<file path="src/rtl/swsd_pkg.sv">
package swsd_pkg;

  localparam int SEQ_COUNT  = 16;
  localparam int SEQ_W      = $clog2(SEQ_COUNT);
  localparam int STAMP_BITS = 8;
  localparam int MAX_WINDOW = 8;
  localparam int EFF_MAX    = (MAX_WINDOW < SEQ_COUNT - 1) ? MAX_WINDOW : SEQ_COUNT - 1;
  localparam int CNT_W      = $clog2(EFF_MAX + 1);

  localparam int OP_W       = 2;
  localparam int ACK_W      = 4;
  localparam int STATUS_W   = 3;
  localparam int OUT_SEQ_W  = 4;
  localparam int WIN_W      = 4;
  localparam int TMO_W      = 7;
  localparam int CMP_W      = (STAMP_BITS > TMO_W) ? STAMP_BITS : TMO_W;
  localparam int CFG_IDX_W  = 1;
  localparam int CFG_DATA_W = 7;

  localparam logic [OP_W-1:0] OP_SEND = 2'd0;
  localparam logic [OP_W-1:0] OP_ACK  = 2'd1;
  localparam logic [OP_W-1:0] OP_TICK = 2'd2;

  localparam logic [STATUS_W-1:0] ST_SENT      = 3'd0;
  localparam logic [STATUS_W-1:0] ST_FULL      = 3'd1;
  localparam logic [STATUS_W-1:0] ST_ACK_OK    = 3'd2;
  localparam logic [STATUS_W-1:0] ST_ACK_UNEXP = 3'd3;
  localparam logic [STATUS_W-1:0] ST_ACK_OUT   = 3'd4;
  localparam logic [STATUS_W-1:0] ST_RETX      = 3'd5;
  localparam logic [STATUS_W-1:0] ST_QUIET     = 3'd6;

  localparam logic [CFG_IDX_W-1:0] REG_WINDOW  = 1'd0;
  localparam logic [CFG_IDX_W-1:0] REG_TIMEOUT = 1'd1;

  localparam logic [WIN_W-1:0] WINDOW_RESET  = 4'd4;
  localparam logic [TMO_W-1:0] TIMEOUT_RESET = 7'd3;

  typedef struct packed {
    logic load;
    logic exec;
    logic retx;
  } ctrl_cmd_t;

  typedef struct packed {
    logic op_none;
    logic out_free;
    logic retx_due;
    logic retx_last;
  } dp_stat_t;

  // modular add of two sequence numbers, both below SEQ_COUNT
  function automatic logic [SEQ_W-1:0] seq_add(input logic [SEQ_W-1:0] a,
                                                input logic [SEQ_W-1:0] b);
    logic [SEQ_W:0] t;
    t = {1'b0, a} + {1'b0, b};
    if (t >= (SEQ_W+1)'(SEQ_COUNT)) t = t - (SEQ_W+1)'(SEQ_COUNT);
    return t[SEQ_W-1:0];
  endfunction

  function automatic logic [SEQ_W-1:0] seq_sub(input logic [SEQ_W-1:0] a,
                                                input logic [SEQ_W-1:0] b);
    logic [SEQ_W:0] t;
    t = {1'b0, a} - {1'b0, b};
    if (a < b) t = t + (SEQ_W+1)'(SEQ_COUNT);
    return t[SEQ_W-1:0];
  endfunction

endpackage

</file>
<file path="src/rtl/swsd_ctrl.sv">
module swsd_ctrl import swsd_pkg::*; (
  input  logic      clk,
  input  logic      rst_n,
  input  logic      in_valid,
  output logic      in_stall,
  input  dp_stat_t  stat,
  output ctrl_cmd_t cmd
);

  typedef enum logic [1:0] {
    IDLE,
    EXEC,
    RETX
  } state_t;

  state_t state_r, state_nxt;
  logic   stall_r, stall_nxt;

  always_comb begin
    state_nxt = state_r;
    cmd       = '0;
    case (state_r)
      IDLE: begin
        if (in_valid) begin
          cmd.load  = 1'b1;
          state_nxt = EXEC;
        end
      end
      EXEC: begin
        if (stat.op_none) begin
          state_nxt = IDLE;
        end else if (stat.out_free) begin
          cmd.exec  = 1'b1;
          state_nxt = stat.retx_due ? RETX : IDLE;
        end
      end
      RETX: begin
        // one retransmit word per free output slot
        if (stat.out_free) begin
          cmd.retx = 1'b1;
          if (stat.retx_last) state_nxt = IDLE;
        end
      end
      default: state_nxt = IDLE;
    endcase
    stall_nxt = (state_nxt != IDLE);
  end

  always_ff @(posedge clk) begin
    if (!rst_n) begin
      state_r <= IDLE;
      stall_r <= 1'b0;
    end else begin
      state_r <= state_nxt;
      stall_r <= stall_nxt;
    end
  end

  assign in_stall = stall_r;

endmodule

</file>
<file path="src/rtl/swsd_dp.sv">
module swsd_dp import swsd_pkg::*; (
  input  logic                  clk,
  input  logic                  rst_n,
  input  logic [OP_W-1:0]       in_op,
  input  logic [ACK_W-1:0]      in_ack_seq,
  input  logic                  cfg_we,
  input  logic [CFG_IDX_W-1:0]  cfg_idx,
  input  logic [CFG_DATA_W-1:0] cfg_wdata,
  input  logic                  out_stall,
  output logic                  out_valid,
  output logic [STATUS_W-1:0]   out_status,
  output logic [OUT_SEQ_W-1:0]  out_seq,
  output logic                  out_last,
  input  ctrl_cmd_t             cmd,
  output dp_stat_t              stat
);

  logic [OP_W-1:0]       op_r;
  logic [ACK_W-1:0]      ack_r;
  logic [WIN_W-1:0]      win_r;
  logic [TMO_W-1:0]      tmo_r;
  logic [SEQ_W-1:0]      oldest_r, oldest_nxt;
  logic [CNT_W-1:0]      outst_r, outst_nxt;
  logic [CNT_W-1:0]      idx_r, idx_nxt;
  logic [STAMP_BITS-1:0] tick_r, tick_nxt;
  logic [STAMP_BITS-1:0] stamps_r [SEQ_COUNT];

  logic                  out_valid_r, out_valid_nxt;
  logic [STATUS_W-1:0]   out_status_r, out_status_nxt;
  logic [OUT_SEQ_W-1:0]  out_seq_r, out_seq_nxt;
  logic                  out_last_r, out_last_nxt;

  logic                  stamp_we;
  logic [SEQ_W-1:0]      stamp_addr;

  logic [CNT_W-1:0]      eff_win;
  logic [SEQ_W-1:0]      next_seq;
  logic [SEQ_W-1:0]      ack_s;
  logic [SEQ_W-1:0]      ack_off;
  logic                  ack_in_range;
  logic [STAMP_BITS-1:0] tick_inc;
  logic [STAMP_BITS-1:0] elapsed;
  logic                  retx_due;
  logic                  retx_last;
  logic [SEQ_W-1:0]      retx_seq;
  logic                  out_free;

  always_comb begin
    eff_win      = (int'(win_r) > EFF_MAX) ? CNT_W'(EFF_MAX) : CNT_W'(win_r);
    next_seq     = seq_add(oldest_r, SEQ_W'(outst_r));
    ack_in_range = (int'(ack_r) < SEQ_COUNT);
    ack_s        = SEQ_W'(ack_r);
    ack_off      = seq_sub(ack_s, oldest_r);
    tick_inc     = tick_r + STAMP_BITS'(1);
    // elapsed time against the oldest frame, after this tick
    elapsed      = tick_inc - stamps_r[oldest_r];
    retx_due     = (op_r == OP_TICK) && (outst_r != '0) &&
                   (CMP_W'(elapsed) >= CMP_W'(tmo_r));
    retx_last    = (idx_r == outst_r - CNT_W'(1));
    retx_seq     = seq_add(oldest_r, SEQ_W'(idx_r));
    out_free     = !out_valid_r || !out_stall;
  end

  always_comb begin
    oldest_nxt     = oldest_r;
    outst_nxt      = outst_r;
    idx_nxt        = idx_r;
    tick_nxt       = tick_r;
    stamp_we       = 1'b0;
    stamp_addr     = next_seq;
    out_valid_nxt  = out_valid_r && out_stall;
    out_status_nxt = out_status_r;
    out_seq_nxt    = out_seq_r;
    out_last_nxt   = out_last_r;

    if (cmd.exec) begin
      case (op_r)
        OP_SEND: begin
          out_valid_nxt = 1'b1;
          out_seq_nxt   = OUT_SEQ_W'(next_seq);
          out_last_nxt  = 1'b1;
          if (outst_r >= eff_win) begin
            out_status_nxt = ST_FULL;
          end else begin
            out_status_nxt = ST_SENT;
            stamp_we       = 1'b1;
            outst_nxt      = outst_r + CNT_W'(1);
          end
        end
        OP_ACK: begin
          out_valid_nxt  = 1'b1;
          out_seq_nxt    = OUT_SEQ_W'(ack_r);
          out_last_nxt   = 1'b1;
          out_status_nxt = ST_ACK_OUT;
          // only the oldest pending frame is acked; acks of later ones report unexpected
          if (ack_in_range && outst_r != '0) begin
            if (ack_off == '0) begin
              out_status_nxt = ST_ACK_OK;
              oldest_nxt     = seq_add(oldest_r, SEQ_W'(1));
              outst_nxt      = outst_r - CNT_W'(1);
            end else if (SEQ_W'(outst_r) > ack_off) begin
              out_status_nxt = ST_ACK_UNEXP;
            end
          end
        end
        OP_TICK: begin
          tick_nxt = tick_inc;
          if (retx_due) begin
            idx_nxt = '0;
          end else begin
            out_valid_nxt  = 1'b1;
            out_status_nxt = ST_QUIET;
            out_seq_nxt    = '0;
            out_last_nxt   = 1'b1;
          end
        end
        default: ;
      endcase
    end

    if (cmd.retx) begin
      out_valid_nxt  = 1'b1;
      out_status_nxt = ST_RETX;
      out_seq_nxt    = OUT_SEQ_W'(retx_seq);
      out_last_nxt   = retx_last;
      stamp_we       = 1'b1;
      stamp_addr     = retx_seq;
      idx_nxt        = idx_r + CNT_W'(1);
    end
  end

  always_ff @(posedge clk) begin
    if (!rst_n) begin
      win_r       <= WINDOW_RESET;
      tmo_r       <= TIMEOUT_RESET;
      oldest_r    <= '0;
      outst_r     <= '0;
      tick_r      <= '0;
      out_valid_r <= 1'b0;
    end else begin
      if (cfg_we && cfg_idx == REG_WINDOW)  win_r <= cfg_wdata[WIN_W-1:0];
      if (cfg_we && cfg_idx == REG_TIMEOUT) tmo_r <= cfg_wdata[TMO_W-1:0];
      oldest_r    <= oldest_nxt;
      outst_r     <= outst_nxt;
      tick_r      <= tick_nxt;
      out_valid_r <= out_valid_nxt;
    end
  end

  always_ff @(posedge clk) begin
    if (cmd.load) begin
      op_r  <= in_op;
      ack_r <= in_ack_seq;
    end
    if (stamp_we) stamps_r[stamp_addr] <= tick_r;
    idx_r        <= idx_nxt;
    out_status_r <= out_status_nxt;
    out_seq_r    <= out_seq_nxt;
    out_last_r   <= out_last_nxt;
  end

  always_comb begin
    stat.op_none   = !(op_r == OP_SEND || op_r == OP_ACK || op_r == OP_TICK);
    stat.out_free  = out_free;
    stat.retx_due  = retx_due;
    stat.retx_last = retx_last;
  end

  assign out_valid  = out_valid_r;
  assign out_status = out_status_r;
  assign out_seq    = out_seq_r;
  assign out_last   = out_last_r;

endmodule

</file>
<file path="src/rtl/sliding_window_sender.sv">
// Sender-side control of a sliding-window ARQ link.
// Input channel (in_valid / in_stall): one word per event, in_op selects
// send, ack or timer tick; in_ack_seq carries the acked sequence number.
// Output channel (out_valid / out_stall): result words with a status code,
// a sequence number and out_last marking the final word of an event.
// A send or an ack gives one word, a quiet tick gives one word, a tick that
// times out gives one retransmit word per outstanding frame, oldest first.
// An accepted word is registered in op_r and ack_r and decided in the EXEC
// state once the output register is free; its result is then written to the
// output register and the input frees up in the same cycle. A timed-out tick
// then walks the RETX state, which emits one retransmit frame per cycle
// through the output register while the output does not stall.
// An unused opcode gives no result and frees the input without waiting.
// A stalled output holds its word; the next event is still taken and waits
// in decode until the output register frees up.
// Config port (cfg_we, cfg_idx, cfg_wdata) writes window size (index 0) and
// timeout (index 1); the user writes only while block is idle; unenforced.
// Reset (rst_n low, synchronous) empties the window, zeroes the tick
// counter and restores window size 4 and timeout 3.
module sliding_window_sender import swsd_pkg::*; (
  input  logic                  clk,
  input  logic                  rst_n,
  input  logic                  in_valid,
  output logic                  in_stall,
  input  logic [OP_W-1:0]       in_op,
  input  logic [ACK_W-1:0]      in_ack_seq,
  output logic                  out_valid,
  input  logic                  out_stall,
  output logic [STATUS_W-1:0]   out_status,
  output logic [OUT_SEQ_W-1:0]  out_seq,
  output logic                  out_last,
  input  logic                  cfg_we,
  input  logic [CFG_IDX_W-1:0]  cfg_idx,
  input  logic [CFG_DATA_W-1:0] cfg_wdata
);

  ctrl_cmd_t cmd;
  dp_stat_t  stat;

  swsd_ctrl u_ctrl (
    .clk      (clk),
    .rst_n    (rst_n),
    .in_valid (in_valid),
    .in_stall (in_stall),
    .stat     (stat),
    .cmd      (cmd)
  );

  swsd_dp u_dp (
    .clk        (clk),
    .rst_n      (rst_n),
    .in_op      (in_op),
    .in_ack_seq (in_ack_seq),
    .cfg_we     (cfg_we),
    .cfg_idx    (cfg_idx),
    .cfg_wdata  (cfg_wdata),
    .out_stall  (out_stall),
    .out_valid  (out_valid),
    .out_status (out_status),
    .out_seq    (out_seq),
    .out_last   (out_last),
    .cmd        (cmd),
    .stat       (stat)
  );

  // an accepted event always holds off the next one by raising in_stall in the following cycle
  a_accept_stalls: assert property (@(posedge clk) disable iff (!rst_n)
    in_valid && !in_stall |=> in_stall)
    else $error("input taken again right after an accepted word");

  // only retransmit words may leave last low
  a_notlast_retx: assert property (@(posedge clk) disable iff (!rst_n)
    out_valid && !out_last |-> out_status == ST_RETX)
    else $error("non-final word that is not a retransmit");

  // while a retransmit walk is unfinished no new event is taken
  a_walk_busy: assert property (@(posedge clk) disable iff (!rst_n)
    out_valid && !out_last |-> in_stall)
    else $error("input accepted during a retransmit walk");

endmodule
</file>
<file path="config.mk">
export PLATFORM = sky130hd
export DESIGN_NAME = sliding_window_sender
export DESIGN_NICKNAME = d
export VERILOG_FILES = /design/src/rtl/swsd_pkg.sv /design/src/rtl/swsd_ctrl.sv /design/src/rtl/swsd_dp.sv /design/src/rtl/sliding_window_sender.sv
export SDC_FILE = /design/constraint.sdc
export NUM_CORES = 1
export LEC_CHECK = 0
export BUFFER_PORTS_ARGS = -buffer_cell sky130_fd_sc_hd__buf_2
export CAP_MARGIN = 10
export CORE_MARGIN = 8
export CORE_UTILIZATION = 55
export CTS_CLUSTER_DIAMETER = 150
export DETAILED_ROUTE_END_ITERATION = 8
export GPL_TIMING_DRIVEN = 0
export PLACE_DENSITY_LB_ADDON = 0.08
export SETUP_SLACK_MARGIN = 0.4
export SLEW_MARGIN = 20
export SYNTH_ARGS = -nofsm -noshare
export SYNTH_HDL_FRONTEND = slang
export SYNTH_SLANG_ARGS = --single-unit
</file>
<file path="constraint.sdc">
create_clock -name clk -period 10.9 [get_ports clk]
set_input_delay 2.18 -clock clk [delete_from_list [all_inputs] [get_ports clk]]
set_output_delay 2.18 -clock clk [all_outputs]
set_load 0.01 [all_outputs]
</file>
# After elaboration in Yosys (flattened, before gate mapping)
# Memory sizes are Yosys's and may differ from the RTL's. A register that Yosys moved wholly into a read port is not among the register bits.
# Cells that the tools add are included.
# totals
out_inout_bits	10
elab_cells	130
ram_bits	128
inputBits	19
regBits	49
n_memories	1
# memory_table
name	words	width	read_ports	rd_ports_with_merged_regs	write_ports	line	text
u_dp.stamps_r	16	8	1	1	1	swsd_dp.sv:26	logic [STAMP_BITS-1:0] stamps_r [SEQ_COUNT];
# classes
n_lt_le_gt_ge	8
add_sub_neg	13
n_reduce_logical	30
mux	53
eq_ne	10
n_bitwise	1
# op_table
op	n
two-way mux 4 bit	18
two-way mux 1 bit	19
subtractor 4 x 1 -> 4 bit, second input constant	4
greater-or-equal comparator 5 bit, second input constant	3
adder 4 x 1 -> 4 bit, second input constant	3
two-way mux 2 bit	6
two-way mux 3 bit	4
case mux 4 bit (3 select lines)	1
AND reduction 3 bit	4
adder 4 x 4 -> 5 bit	2
nonzero test 2 bit	5
case mux 3 bit (3 select lines)	1
adder 8 x 1 -> 8 bit, second input constant	1
greater-or-equal comparator 8 x 7 -> 1 bit	1
case mux 4 bit (2 select lines)	1
nonzero test 4 bit	2
subtractor 8 bit	1
case mux 2 bit (3 select lines)	1
nonzero test 3 bit	2
adder 4 x 1 -> 5 bit, second input constant	1
logical AND 1 bit	5
AND reduction 5 bit	1
== test 2 x 1 -> 1 bit, second input constant	2
== test 2 bit, second input constant	2
other kinds (18)	25

# Depth between registers and ports, before layout
# Gate-level depths: netlist of the first run.
# depth
ltp_word	9
depth_mapped	20
depth_no_buf	17

# Hierarchy
# From an unflattened synthesis of the first run, not the netlist that was laid out.
# unflattened
hier_cells	607
area_unflattened_um2	8505.7
# by_module_without_submodules
mod	seq_area_each_um2	n_inst	area_each_um2	cells_per_inst
swsd_dp	4994.8	1	8354.3	592
swsd_ctrl	60.1	1	151.4	15

# Worst setup path after synthesis of the first run
# OpenSTA, ideal clock, no wires.
# synth_path
path_kind	reg-to-reg
from	reg with a tool-made name
to	reg u_dp.out_seq_r[0] (netlist: u_dp.out_seq[0]), enable pin
stages_incl_launch_ff	21
path_buffers	3
setup_ns	0.335
period_less_slack_ns	5.710
setup_slack_ns	5.190
t_required_ns	10.565
arrival_time_ns	5.375
cell_sequence	dfxtp_1 > buf_6 > clkbuf_1 > buf_1 > mux4_2 > mux4_2 > ha_1 > fa_1 > inv_1 > a21o_1 > a21oi_1 > o21bai_1 > a21oi_1 > xnor2_1 > ha_1 > or3_1 > a221oi_1 > a21oi_1 > or3b_4 > a31o_4 > o21ai_1
# synth_rtl
item	line	text
to (signal assigned)	swsd_dp.sv:158	out_seq_r <= out_seq_nxt;
to (decl)	swsd_dp.sv:30	logic [OUT_SEQ_W-1:0] out_seq_r, out_seq_nxt;

==> impl_metrics.ini, run 1 <==
[yosys]
synth.area.mux_share = 0.118
synth_compound_area_frac = 0.0581
synthArstFlopShare = 0
syn-num-nets = 665
synth-seq-cells = 181
ys.flop_type = edfxtp_1
yosys.area_share.xor_xnor = 0.0396
synth_edf_count = 143
yosysTopAreaCellShare = 0.511
yosysSeqAreaShare = 0.602
yosys.area_share.simple = 0.0864
yosysWarningCount = 0
synthTopCellsByArea = edfxtp_1, mux4_2, dfxtp_1
synth_cells = 602
yosysTopAreaCell = edfxtp_1
synth_cell_type_count = 49
syn_avg_cell_area_um2 = 13.9
synth_top_family_by_area = multiplexers
synthAdderAreaFrac = 0.0692
synth_area_mm2 = 0.00840

[timing]
setup_tns_ps = 0
post-route-period-util = 0.616
finClkSkew_ps = 10.1
worst_slack_ps = 4180
post-route-min-period_ps = 6720
max_clock_freq_mhz = 149
drv_slew = 0
setup_viol = 0
grt_setup_unrepaired = false
tightest_slew_ps = 1010
hold_viol_final = 0
maxSlewHeadroom = 0.322

[worst_setup_path]
end_kind = flop
worstPathArrival_ps = 6800
cp_slowest_cell = buf_1
cp_num_buf_inv = 4
crit_path_frequent_cell = a21oi_1
crit_chain = buf_6 > clkbuf_1 > buf_1 > mux4_2 > mux4_2 > ha_1 > fa_1 > inv_1 > a21o_1 > a21oi_1 > o21bai_1 > a21oi_1 > xnor2_1 > ha_1 > or3_1 > a221oi_1 > a21oi_1 > or3b_4 > a31o_4 > o21ai_1
setup.worst_path.class = reg2reg
startpoint_type = flop
cp_max_fo = 10
worstPathRequired_ps = 10980
crit_family = buffers and inverters
critical-path-max-stage-delay_ps = 730

[layout]
drive_gt1_frac = 0.156
fin_nets = 710
nFillCells = 1167
finalInstanceArea_mm2 = 0.00934
syn_to_final_growth_pct = 11.2
diodes = 0
post-route-util = 0.621

[power]
irDropWorstVdd_mv = 0.112
cellLeakagePower_nw = 3.48
pwr_density_cell_mw_per_mm2 = 151
totalPowerFinal_mw = 1.41

[clock_network]
post-cts-setup-buffer-count = 0
cts_resized = 0
clkSinkCount = 181
hold_buffers = 0
clk_path_buf_depth = 2
cts.clk_slew.worst_paths_ps = 70
clk_latency_ps = 430
cts_tree = yes
cts_made_buffers = 17
cts_max_level = 4
cts_root_buf = clkbuf_16

[die]
die_h_um = 140
coreArea_mm2 = 0.0150
ios = 29
die-area_mm2 = 0.0195
row_count = 45
start_util = 0.558
die_x_um = 140

[routing]
initialDrtViolationCount = 464
wl_per_cell_um = 21.0
wl_um = 17800
firstDrtPassIters = 5
ant_nets = 0
vias = 5070
drc = 0
viasPerCell = 5.98

[global_route]
grtUsageTotal = 0.191
overflow = 0
grt_max_degree = 22
grt_pass1_wl_um = 28300
grt_antenna_before_repair = 1
grt_pass1_vias = 4996

[hold_path]
hold_start = u_dp.tmo_r[4]$_SDFFE_PN0P_
worstHoldPathType = reg2reg

[place]
dpl.hpwl_um = 12600
post_dp_cell_area_mm2 = 0.00876
dp_slack_ps = 4090
place_congestion = 0.857
io_buffers = 26

[run_status]
status = finished clean

[run]
maxCapViolCount = 0
==> where the power goes <==
| group | leakage, nW | total (mW) | internal (mW) | switching [mW] |
|---|---|---|---|---|
| clock network | 0.276 | 0.599 | 0.323 | 0.277 |
| registers | 1.79 | 0.750 | 0.744 | 0.00569 |
| logic | 1.42 | 0.0602 | 0.0250 | 0.0351 |
| total | 3.48 | 1.41 | 1.09 | 0.318 |
==> layout by cell type, fill, tap and decap left out, types with 19 or more instances in the layout <==
| master | synthesis | layout |
|---|---|---|
| clkbuf_1 | 17 | 19 |
| nor2_1 | 56 | 56 |
| ha_1 | 40 | 40 |
| mux4_2 | 40 | 40 |
| nand2_1 | 41 | 41 |
| xnor2_1 | 26 | 26 |
| inv_1 | 34 | 34 |
| dfxtp_1 | 38 | 38 |
| a21oi_1 | 26 | 26 |
| edfxtp_1 | 143 | 143 |
| buf_2 | 1 | 27 |
==> per-stage QoR <==
step / hold WS, ps / instances
floorplan: 436 / 602
CTS: 463 / 848
global placement: 449 / 816
detailed placement: 449 / 816
finish: 465 / 848
global route: 490 / 848
==> path summary, 6_finish.rpt <==
path                                endpoint  slack (ps)  cells past startpoint
setup reg to reg   u_dp.out_seq[0]$_DFFE_PP_        4180                     20
hold reg to reg   u_dp.tmo_r[4]$_SDFFE_PN0P_         460                      2
setup / recovery   u_dp.out_seq[0]$_DFFE_PP_        4180                     20
hold / removal    u_dp.tmo_r[4]$_SDFFE_PN0P_         460                      2
==> synth_stat cells (4+ instances only) <==
cell,instances
a21o_1,5
a21oi_1,26
and3_1,7
clkbuf_1,17
dfxtp_1,38
edfxtp_1,143
fa_1,4
ha_1,40
inv_1,34
mux2i_1,9
mux4_2,40
nand2_1,41
nand2b_1,4
nand3_1,17
nand4_1,6
nor2_1,56
nor2b_1,7
nor3_1,8
o21ai_0,13
xnor2_1,26
xor2_1,12
==> metal layers <==
layer | GRT usage | routed length [um] | vias up
li1 | - | - | 2342
met1 | 0.273 | 8430 | 2560
met2 | 0.286 | 8160 | 139
met3 | 0.0496 | 1010 | 27
met4 | 0.0514 | 214 | 2
met5 | 0 | 9 | -
==> worst min-delay path, delay by kind of cell (launching register included) <==
family | cells | cell delay [ps]
AND/OR/NAND/NOR | 1 | 50
AO/OA/AOI/OAI | 1 | 50
flip-flops | 1 | 310
==> layout make-up <==
type	count	area, um^2	share of cell area
clock buffer	19	433	0.0464
sequential	181	5050	0.541
buffer	22	91.3	0.00978
multi-input combinational	364	3120	0.334
timing repair buffer	26	130	0.0139
clock inverter	13	141	0.0151
tap	188	235	0.0252
inverter	35	131	0.0141
==> kinds of logic after synthesis <==
logic type	count (synthesis)
adder cells (fa/ha/maj)	44
flip-flops	181
AND/OR/NAND/NOR	158
buffers and inverters	57
AO/OA/AOI/OAI	75
XOR/XNOR	38
multiplexers	49
==> registers in the layout, indices dropped and copies added, names as in the netlist, 4 cells and up, named ones only <==
signal	count
u_dp.stamps_r	128
u_dp.tick_r	8
u_dp.tmo_r	7
u_dp.ack_r	4
u_dp.idx_r	4
u_dp.oldest_r	4
u_dp.out_seq	4
u_dp.outst_r	4
u_dp.win_r	4
(Power assumes the default switching activity.)
==> run 2, diff against run 1 <==
==> constraint.sdc (replaced) <==
create_clock -name clk -period 5.5 [get_ports clk]
set_input_delay 1.1 -clock clk [delete_from_list [all_inputs] [get_ports clk]]
set_output_delay 1.1 -clock clk [all_outputs]
set_load 0.01 [all_outputs]
==> impl_metrics.ini, run 2 (synthesized netlist as in run 1, its figures left out) <==
[run_status]
status = finished clean

[layout]
regMostFlops = u_dp.stamps_r
nFillCells = 1122
reg.largest.list = u_dp.stamps_r: 128 flops, u_dp.tick_r: 8 flops, u_dp.tmo_r: 7 flops
final_cell_mix = edfxtp_1, nor2_1, nand2_1, mux4_2
layout_commonest_cell = edfxtp_1
drive_gt1_frac = 0.197
largest_reg_flops = 128
fin_nets = 721
syn_to_final_growth_pct = 13.4
fin_cells = 859
finalInstanceArea_mm2 = 0.00952
diodes = 0

[routing]
drc = 0
ant_nets = 0
viasPerCell = 5.87
wl_per_cell_um = 20.6
vias = 5039
initialDrtViolationCount = 403
firstDrtPassIters = 5
wl_um = 17700

[global_route]
grtUsageTotal = 0.188
grt_max_degree = 22
overflow = 0
grt_pass1_wl_um = 28100
grt_pass1_vias = 5111
grt_antenna_before_repair = 0

[timing]
drv_slew = 0
hold_viol_final = 0
grt_setup_unrepaired = true
worst_slack_ps = 480
finClkSkew_ps = 12.2
setup_tns_ps = 0
max_clock_freq_mhz = 199
maxSlewHeadroom = 0.309
tightest_slew_ps = 1030
post-route-period-util = 0.913
setup_viol = 0
post-route-min-period_ps = 5020

[die]
die_x_um = 140
ios = 29
die-area_mm2 = 0.0195
row_count = 45
start_util = 0.558
die_h_um = 140
coreArea_mm2 = 0.0150

[power]
pwr_density_cell_mw_per_mm2 = 291
irDropWorstVdd_mv = 0.210
cellLeakagePower_nw = 3.58
totalPowerFinal_mw = 2.77

[clock_network]
clk_latency_ps = 430
cts_root_buf = clkbuf_16
cts_max_level = 4
cts_tree = yes
clk_path_buf_depth = 2
cts.clk_slew.worst_paths_ps = 70
clkSinkCount = 181
cts_made_buffers = 17

[worst_setup_path]
critical-path-max-stage-delay_ps = 560
r2r_slack_ps = 480
end_kind = flop
r2r_end = u_dp.out_seq[0]$_DFFE_PP_
cp_max_fo = 7
worstPathRequired_ps = 5620
startpoint_type = flop
crit_chain = buf_6 > clkbuf_16 > buf_12 > mux4_2 > mux4_2 > ha_4 > fa_2 > inv_2 > a21o_1 > a21oi_2 > o21bai_1 > a21oi_1 > xnor2_1 > ha_2 > or3_4 > a221oi_2 > a21oi_1 > or3b_4 > a31o_4 > o21ai_4
reg2reg_depth = 20
setup.worst_path.class = reg2reg
cp_slowest_cell = mux4_2
worstPathArrival_ps = 5140

[place]
place_congestion = 0.824
post_dp_cell_area_mm2 = 0.00877
io_buffers = 26
dp_cells = 816
dp_slack_ps = -525
dpl.hpwl_um = 12400

[run]
maxCapViolCount = 0

[hold_path]
worstHoldPathType = reg2reg
whs_endpoint = u_dp.tmo_r[3]$_SDFFE_PN0P_
hold_start = u_dp.tmo_r[3]$_SDFFE_PN0P_
holdPathStages = 2
-- run 2: cell count changes in the layout (fill, tap and decap cells not counted), sizes merged --
| cell | delta |
|---|---|
| inv | +3 |
| buf | +11 |
| clkbuf | -2 |
| bufinv | -1 |
-- run 2: layer usage --
metal  wire length, um  global-route usage
met5                 0                   0
met3               883              0.0345
met2              8240               0.288
met4               232              0.0560
met1              8300               0.269
-- run 2: cell type report --
cell class / instances / area [um^2] / area share
Sequential cell: 181 / 5060 / 0.531
Tap cell: 188 / 235 / 0.0247
Clock buffer: 17 / 425 / 0.0447
Multi-Input combinational cell: 364 / 3170 / 0.333
Timing Repair Buffer: 37 / 213 / 0.0223
Inverter: 35 / 131 / 0.0138
Buffer: 22 / 151 / 0.0159
Clock inverter: 15 / 136 / 0.0143
-- run 2: power breakdown --
group,internal [mW],switching [mW],leakage [nW],total (mW)
logic,0.0523,0.0710,1.52,0.123
clock network,0.599,0.563,0.274,1.16
registers,1.47,0.0115,1.79,1.49
-- run 2: worst max path at each step --
stage | from | to | slack (ps) | cells past startpoint
6_report | flop | u_dp.out_seq[0]$_DFFE_PP_ | 480 | 20
5_1_grt | flop | u_dp.out_seq[0]$_DFFE_PP_ | 320 | 20
4_1_cts | flop | u_dp.out_seq[0]$_DFFE_PP_ | 420 | 20
3_5_place_dp | flop | u_dp.out_seq[3]$_DFFE_PP_ | -530 | 19
3_3_place_gp | flop | u_dp.out_seq[0]$_DFFE_PP_ | -500 | 19
2_1_floorplan | flop | u_dp.out_seq[0]$_DFFE_PP_ | 440 | 20
-- run 2: through the flow --
stage	util	hold WS, ps
2_1_floorplan	-	436
3_3_place_gp	0.583	449
3_5_place_dp	0.583	455
4_1_cts	0.629	466
5_1_grt	0.633	480
6_report	0.633	465
-- run 2: worst max-delay path: cells and delay by family, from the launching register on --
kind | cells | cell delay (ps)
xor+xnor | 1 | 130
simple gates | 2 | 810
flops | 1 | 320
fa+ha+maj | 3 | 730
compound gates | 8 | 1190
mux | 2 | 1070
buf+inv | 4 | 460
-- run 2: what timing repair did --
item	4_1_cts	5_1_grt
setup buffers	7	4
gates cloned	0	0
pin swaps	2	7
endpoints found under the setup margin	15	11
hold buffers	0	0
gates resized for setup	16	9
